==> config.mk <==
export PLATFORM = sky130hd
export DESIGN_NAME = ftrl_ctrl
export DESIGN_NICKNAME = d
export VERILOG_FILES = /design/src/hdl/ftrl_pkg.sv /design/src/hdl/ftrl_ctrl.sv
export SDC_FILE = /design/constraint.sdc
export NUM_CORES = 1
export LEC_CHECK = 0
export ABC_AREA = 1
export BUFFER_PORTS_ARGS = -buffer_cell sky130_fd_sc_hd__buf_4
export CAP_MARGIN = 20
export CORE_MARGIN = 5
export CORE_UTILIZATION = 30
export DETAILED_ROUTE_END_ITERATION = 10
export PLACE_DENSITY_LB_ADDON = 0.08
export RECOVER_POWER = 50
export SLEW_MARGIN = 15
export SYNTH_ARGS = -nofsm -noshare
export SYNTH_HDL_FRONTEND = slang
export SYNTH_SLANG_ARGS = --single-unit
==> constraint.sdc <==
create_clock -name clk -period 2.6 [get_ports clk]
set_input_delay 0.13 -clock clk [delete_from_list [all_inputs] [get_ports clk]]
set_output_delay 0.13 -clock clk [all_outputs]
set_load 0.01 [all_outputs]
==> src/hdl/ftrl_pkg.sv <==
`timescale 1ns / 1ps
// Shared types, constants and helper functions of the FTRL learner.
package ftrl_pkg;

    localparam int INDEX_BITS_DEF = 12;
    localparam int SLOT_W   = 12;
    localparam int PROB_W   = 17;
    localparam int DROP_W   = 17;
    localparam int WORD_W   = 32;
    localparam int GRAD_W   = 18;
    localparam int CFG_IDX_W = 3;
    localparam int SQ_IN_W  = 48;
    localparam int SQ_OUT_W = 24;
    localparam int SQ_CNT_W = 5;
    localparam int DIV_W    = 64;
    localparam int DIV_CNT_W = 6;
    localparam int MUL_W    = 33;
    localparam int PROD_W   = 66;
    localparam int STEP_W   = 51;

    localparam logic [PROB_W-1:0] ONE_Q16 = 17'd65536;

    localparam logic [CFG_IDX_W-1:0] CFG_ALPHA = 3'd0;
    localparam logic [CFG_IDX_W-1:0] CFG_BETA  = 3'd1;
    localparam logic [CFG_IDX_W-1:0] CFG_L1    = 3'd2;
    localparam logic [CFG_IDX_W-1:0] CFG_L2    = 3'd3;
    localparam logic [CFG_IDX_W-1:0] CFG_DROP  = 3'd4;

    localparam logic [WORD_W-1:0] ALPHA_RST = 32'd6554;
    localparam logic [WORD_W-1:0] BETA_RST  = 32'd65536;
    localparam logic [WORD_W-1:0] L1_RST    = 32'd65536;
    localparam logic [WORD_W-1:0] L2_RST    = 32'd65536;
    localparam logic [DROP_W-1:0] DROP_RST  = 17'd0;

    typedef enum logic [5:0] {
        ST_CLEAR, ST_IDLE, ST_DISPATCH, ST_GRAD,
        ST_LB_SEL, ST_LF_SEL, ST_L_WAIT, ST_L_CAP, ST_L_SQ0, ST_L_SQ1,
        ST_L_SIG, ST_L_PMUL, ST_L_ZUPD, ST_L_BR,
        ST_B_MUL, ST_B_DIV, ST_B_WAIT,
        ST_F_ZERO, ST_F_D1, ST_F_W1, ST_F_D2, ST_F_W2,
        ST_O_SEL, ST_O_WAIT, ST_O_CAP,
        ST_P_SEL, ST_P_WAIT, ST_P_ACC,
        ST_FIN, ST_E_SEL, ST_E_WAIT, ST_E_CAP, ST_E_MUL, ST_E_ADD, ST_EMIT
    } ctl_state_t;

    typedef enum logic [4:0] {
        OP_NOP, OP_CLEAR, OP_LOAD, OP_GRAD, OP_SEL_BIAS, OP_SEL_FEAT,
        OP_CAP, OP_SQ0, OP_SQ1, OP_SIG, OP_PMUL, OP_ZUPD,
        OP_BMUL, OP_BDIV, OP_WSET, OP_WZERO, OP_FD1, OP_FW1, OP_FD2,
        OP_OPEN, OP_ACC, OP_W0, OP_EMUL, OP_EADD, OP_EMIT
    } dp_op_t;

    typedef struct packed {
        logic clear_done;
        logic sq_done;
        logic dv_done;
        logic open;
        logic is_update;
        logic idx_zero;
        logic last;
        logic eval;
        logic bias;
        logic small_z;
        logic out_full;
    } dp_status_t;

    function automatic logic signed [WORD_W-1:0] sat32(input logic signed [PROD_W-1:0] v);
        logic signed [WORD_W-1:0] r;
        if (v > 66'sh0_7FFF_FFFF)
            r = 32'sh7FFF_FFFF;
        else if (v < -66'sh0_8000_0000)
            r = 32'sh8000_0000;
        else
            r = v[WORD_W-1:0];
        return r;
    endfunction

    function automatic logic signed [WORD_W-1:0] from_mag(input logic neg,
                                                          input logic [DIV_W-1:0] q);
        logic signed [WORD_W-1:0] r;
        if (neg)
            r = (q >= 64'h8000_0000) ? 32'sh8000_0000 : -$signed(q[WORD_W-1:0]);
        else
            r = (q > 64'h7FFF_FFFF) ? 32'sh7FFF_FFFF : $signed(q[WORD_W-1:0]);
        return r;
    endfunction

endpackage

==> src/hdl/ftrl_ctrl.sv <==
`timescale 1ns / 1ps
// Sequencer that walks the datapath through clear, predict and update steps.
module ftrl_ctrl
    import ftrl_pkg::*;
(
    input  logic       clk,
    input  logic       rst_n,
    input  logic       item_valid,
    output logic       item_ready,
    input  dp_status_t status,
    output dp_op_t     op
);
    ctl_state_t state_reg, state_next;

    always_ff @(posedge clk or negedge rst_n)
    begin
        if (!rst_n)
        begin
            state_reg <= ST_CLEAR;
        end
        else
        begin
            state_reg <= state_next;
        end
    end

    always_comb
    begin
        state_next = state_reg;
        case (state_reg)
            ST_CLEAR:    if (status.clear_done) state_next = ST_IDLE;
            ST_IDLE:     if (item_valid) state_next = ST_DISPATCH;
            ST_DISPATCH:
            begin
                if (!status.open)
                    state_next = status.is_update ? ST_GRAD : ST_O_SEL;
                else if (status.idx_zero)
                    state_next = ST_FIN;
                else
                    state_next = status.is_update ? ST_LF_SEL : ST_P_SEL;
            end
            ST_GRAD:     state_next = ST_LB_SEL;
            ST_LB_SEL:   state_next = ST_L_WAIT;
            ST_LF_SEL:   state_next = ST_L_WAIT;
            ST_L_WAIT:   state_next = ST_L_CAP;
            ST_L_CAP:    state_next = ST_L_SQ0;
            ST_L_SQ0:    if (status.sq_done) state_next = ST_L_SQ1;
            ST_L_SQ1:    if (status.sq_done) state_next = ST_L_SIG;
            ST_L_SIG:    if (status.dv_done) state_next = ST_L_PMUL;
            ST_L_PMUL:   state_next = ST_L_ZUPD;
            ST_L_ZUPD:   state_next = ST_L_BR;
            ST_L_BR:
            begin
                if (status.bias)
                    state_next = ST_B_MUL;
                else
                    state_next = status.small_z ? ST_F_ZERO : ST_F_D1;
            end
            ST_B_MUL:    state_next = ST_B_DIV;
            ST_B_DIV:    state_next = ST_B_WAIT;
            ST_B_WAIT:   if (status.dv_done) state_next = ST_O_SEL;
            ST_F_ZERO:   state_next = ST_FIN;
            ST_F_D1:     state_next = ST_F_W1;
            ST_F_W1:     if (status.dv_done) state_next = ST_F_D2;
            ST_F_D2:     state_next = ST_F_W2;
            ST_F_W2:     if (status.dv_done) state_next = ST_FIN;
            ST_O_SEL:    state_next = ST_O_WAIT;
            ST_O_WAIT:   state_next = ST_O_CAP;
            ST_O_CAP:
            begin
                if (status.idx_zero)
                    state_next = ST_FIN;
                else
                    state_next = status.is_update ? ST_LF_SEL : ST_P_SEL;
            end
            ST_P_SEL:    state_next = ST_P_WAIT;
            ST_P_WAIT:   state_next = ST_P_ACC;
            ST_P_ACC:    state_next = ST_FIN;
            ST_FIN:      state_next = status.last ? ST_E_SEL : ST_IDLE;
            ST_E_SEL:    state_next = ST_E_WAIT;
            ST_E_WAIT:   state_next = ST_E_CAP;
            ST_E_CAP:
            begin
                state_next = (!status.is_update && status.eval) ? ST_E_MUL : ST_EMIT;
            end
            ST_E_MUL:    state_next = ST_E_ADD;
            ST_E_ADD:    state_next = ST_EMIT;
            ST_EMIT:     if (!status.out_full) state_next = ST_IDLE;
            default:     state_next = ST_IDLE;
        endcase
    end

    always_comb
    begin
        op         = OP_NOP;
        item_ready = 1'b0;
        case (state_reg)
            ST_CLEAR:  op = OP_CLEAR;
            ST_IDLE:
            begin
                item_ready = 1'b1;
                op         = item_valid ? OP_LOAD : OP_NOP;
            end
            ST_GRAD:   op = OP_GRAD;
            ST_LB_SEL: op = OP_SEL_BIAS;
            ST_LF_SEL: op = OP_SEL_FEAT;
            ST_L_CAP:  op = OP_CAP;
            ST_L_SQ0:  op = OP_SQ0;
            ST_L_SQ1:  op = OP_SQ1;
            ST_L_SIG:  op = OP_SIG;
            ST_L_PMUL: op = OP_PMUL;
            ST_L_ZUPD: op = OP_ZUPD;
            ST_B_MUL:  op = OP_BMUL;
            ST_B_DIV:  op = OP_BDIV;
            ST_B_WAIT: op = OP_WSET;
            ST_F_ZERO: op = OP_WZERO;
            ST_F_D1:   op = OP_FD1;
            ST_F_W1:   op = OP_FW1;
            ST_F_D2:   op = OP_FD2;
            ST_F_W2:   op = OP_WSET;
            ST_O_SEL:  op = OP_SEL_BIAS;
            ST_O_CAP:  op = OP_OPEN;
            ST_P_SEL:  op = OP_SEL_FEAT;
            ST_P_ACC:  op = OP_ACC;
            ST_E_SEL:  op = OP_SEL_BIAS;
            ST_E_CAP:  op = OP_W0;
            ST_E_MUL:  op = OP_EMUL;
            ST_E_ADD:  op = OP_EADD;
            ST_EMIT:   op = OP_EMIT;
            default:   op = OP_NOP;
        endcase
    end
endmodule

; ---- Word-level counts from Yosys, hierarchy flattened
; Index checks and enable logic that the tools add are counted.
[totals]
register_bits = 6
inputBits = 14
output_inout_bits = 6
word_cells = 74
[op_classes]
eq_ne = 43
n_mux = 21
reduce_logical = 9
[ops]
columns = op, n
row1 = case mux 6 bit (33 select lines), 1
row2 = case mux 5 bit (24 select lines), 1
row3 = equality test 6 x 5 -> 1 bit (second input constant), 16
row4 = two-way mux 6 bit, 9
row5 = equality test 6 x 4 -> 1 bit (second input constant), 8
row6 = two-way mux 5 bit, 6
row7 = equality test 6 x 3 -> 1 bit (second input constant), 4
row8 = equality test 6 bit (second input constant), 3
row9 = inequality test 2 bit (second input constant), 9
row10 = equality test 6 x 2 -> 1 bit (second input constant), 2
row11 = AND reduction 9 bit, 1
row12 = OR reduction 2 bit, 4
row13 = equality test 6 x 1 -> 1 bit (second input constant), 1
row14 = zero test 6 bit, 1
row15 = two-way mux 2 bit, 3
row16 = OR reduction 3 bit, 1
row17 = logical AND 1 bit, 1
row18 = zero test 1 bit, 1
row19 = two-way mux 1 bit, 1

; ---- Logic depth before layout (Yosys ltp)
[depth]
ltp_word = 4
depth_mapped = 12
depth_no_buf = 11

; ---- Worst setup path before layout
; Ideal clock, no wire load.
[synth_timing]
kind = flip-flop to output port
start = register state_reg[1]
end = output port op[2]
t_arrival_ns = 1.336
t_required_ns = 2.470
slack_ns = 1.134
path_stages_with_launch = 8
path_buffers = 1
path_cell_list = dfrtp_1 > nor2_2 > buf_6 > nand3_2 > nand2_2 > or2_1 > nor3_1 > nand4_1
[synth_between]
elab_chain_cells = 3
elab_cells_between_ends = 32
cone_classes = 27 x eq/ne / 1 x mux / 4 x reduce/logical
[synth_rtl]
columns = element, line
row1 = "start, declared", ftrl_ctrl.sv:13  ; ctl_state_t state_reg, state_next;
row2 = "start signal, assigned", ftrl_ctrl.sv:23  ; state_reg <= state_next;
row3 = equality test 6 x 5 -> 1 bit / equality test 6 x 3 -> 1 bit (equally long branches), ftrl_ctrl.sv:97  ; case (state_reg)
row4 = OR reduction 3 bit (no line) / OR reduction 2 bit (equally long branches), n/a
row5 = case mux 5 bit (24 select lines) *, ftrl_ctrl.sv:97
row6 = "end, declared", ftrl_ctrl.sv:11  ; output dp_op_t op
; Mark *: on every way between the ends. The rest lies on a longest branch, timed or not.

; ---- Worst setup path in the final report
; Same ends and word-level chain as after synthesis.

==> impl_metrics.ini <==
[run_status]
status = completed

[cells_and_area]
areaGrowthSynthToFinish_pct = 18.7
final_cell_mix = 55 x nand2_1, 30 x nand3_1, 26 x nor2_1
nFillCells = 455
final_cells = 277
num_antenna_cells = 0
seq_area_um2 = 150
layout-drive-gt1-share_pct = 24.2
largest_reg_flops = 6
final_nets = 243
layout_commonest_cell = nand2_1
multiInputGateArea_um2 = 913
fin_util_pct = 36.1

[yosys]
ys_seq_elements = 6
synth_area_leaders = nand2_1 17%, dfrtp_1 13%, nand3_1 13%
ys.warnings.count = 0
synth.avg_cell_area_um2 = 5.75
syn_nets = 221
synth_top_cell_by_area = nand2_1
synth_top_cell_area_share_pct = 17.3
synth_cell_types = 30
syn_inst = 207
yosysSeqAreaShare_pct = 12.6
syn_area_mm2 = 0.00119

[global_route]
use_met2_pct = 27.2
grt_pass1_vias = 1453
grt_start_max_net_pins = 18
antenna_found_initial = 0
use_met3_pct = 2.62
gr-usage-met1_pct = 22.0
top_usage_layer = met2
grt_pass1_wl_um = 6870
gr-usage-all-layers_pct = 16.3
grt_overflow = 0

[place]
dpl.cell_count = 273
gp_congestion = 0.883
io_buffers = 19
dp_hpwl_um = 3430

[routing]
drtIter0Drc = 211
vias_per_cell = 5.36
antenna_left = 0
drt-total-wl_um = 4080
drc = 0
wl_per_cell_um = 14.7
num_vias = 1485
dr.pass1.iters = 5

[floorplan]
start_util_pct = 30.4
coreArea_mm2 = 0.00391
die_h_um = 73.0
dieArea_mm2 = 0.00533
fp-row-count = 23
num_io_pins = 20
die_w_um = 73.0

[cts]
cts_sinks = 6
cts.clk_slew.worst_paths_ns = 0.03
cts_root_buf = clkbuf_8
cts_made_buffers = 3
ctsResizeCount = 0
h-tree-depth = 1
clockBufferDepth = 2
cts_tree = built
clkLatencyLatePin_ns = 0.22

[timing]
fin_crit_ns = 2.02
hold_ws_ns = 0.236
finalMaxSlewViolations = 0
worst-slew-pin-transition_ns = 0.564
period_share_pct = 77.5
finalClockSkew_ns = 0.00181
rsz0062_at_grt = no
finalSetupTns_ns = 0
hold_viol_final = 0
fmax_mhz = 496
setup_viol = 0
max-slew-margin-rel_pct = 62.3

[min_path]
hp-class = primary input to flop

[worst_setup_path]
cp-start-kind = flop
cp_max_fo = 11
cp_data_required_time_ns = 2.47
end_kind = output pin
critPathKind = flop to output pin
cp.arrival_ns = 1.89

[power_and_ir_drop]
pwr_density_cell_mw_per_mm2 = 1200
p_leak_nw = 0.809
peakVddDrop_v = 0.000575
p_total_mw = 1.70

[job]
cap_violations = 0
-- worst paths after layout --
kind / startpoint / end / slack [ns] / cells past startpoint
setup / recovery: state_reg[1] / op[2] / 0.58 / 7
hold / removal: status[8] / state_reg[2] / 0.24 / 3
setup reg to reg: state_reg[1] / state_reg[1] / 0.72 / 8
hold reg to reg: state_reg[3] / state_reg[3] / 0.59 / 2
max in group asynchronous: rst_n / state_reg[1] / 2.06 / 2
min in group asynchronous: rst_n / state_reg[5] / 0.31 / 2
-- report_power, final --
part | switching, mW | internal [mW] | total, mW
clock | 0.0376 | 0.0993 | 0.137
combinational | 0.875 | 0.478 | 1.35
sequential | 0.0723 | 0.141 | 0.213
total | 0.985 | 0.718 | 1.70
-- logic make-up (layout without fill, tap and decap cells) --
kind of cell,Yosys count,count (layout),synth area share (%)
AOI/OAI and AO/OA,19,19,11.0
buffers and inverters,29,49,10.7
DFF,6,6,12.6
and+or+nand+nor,153,153,65.7
-- cell usage after synthesis --
master    count
nand2_1      55
nand3_1      30
nor2_1       26
inv_1        19
nand4_1      11
nand3_2       9
inv_2         7
dfrtp_1       6
nor2_2        6
a21oi_1       5
nor2_4        5
o21ai_0       4
a211oi_1      2
buf_6         2
nand2_2       2
nor3_1        2
or2_1         2
or2_2         2
a21boi_1      1
a21o_1        1
a21oi_2       1
a31oi_1       1
a31oi_4       1
buf_4         1
nor3b_2       1
nor4_1        1
nor4b_1       1
o211ai_1      1
o21a_1        1
o21ai_1       1
-- worst max-delay path, cell delays in order (launching register included) --
cell	delay (ns)
dfrtp_1	0.48
nor2_2	0.49
nand3_2	0.20
nand2_2	0.13
or2_1	0.12
nor3_1	0.05
nand4_1	0.08
buf_4	0.13
-- per-layer routing --
metal  wire length, µm  up-vias
li1                  -      734
met1              1750      658
met2              1870       80
met3               366       13
met4                85        0
met5                 0        -
-- area by class of cell --
cell class | count | area share (%)
flip-flops and latches | 6 | 10.6
repair buffers | 20 | 10.5
inverters | 26 | 6.90
multi-input cells | 172 | 64.6
clock buffers | 3 | 2.92
well taps | 50 | 4.42
-- through the flow --
step	worst slack, ns	instance area [µm²]
finish	0.585	1410
detailed placement	0.764	1370
global placement	0.736	1370
CTS	0.621	1420
floorplan	1.13	1190
global route	0.362	1410
-- repair_timing --
item	in CTS	in global routing
hold buffers	1	0
buffers inserted	0	0
hold endpoints to repair	6	0
(Power assumes the default switching activity.)
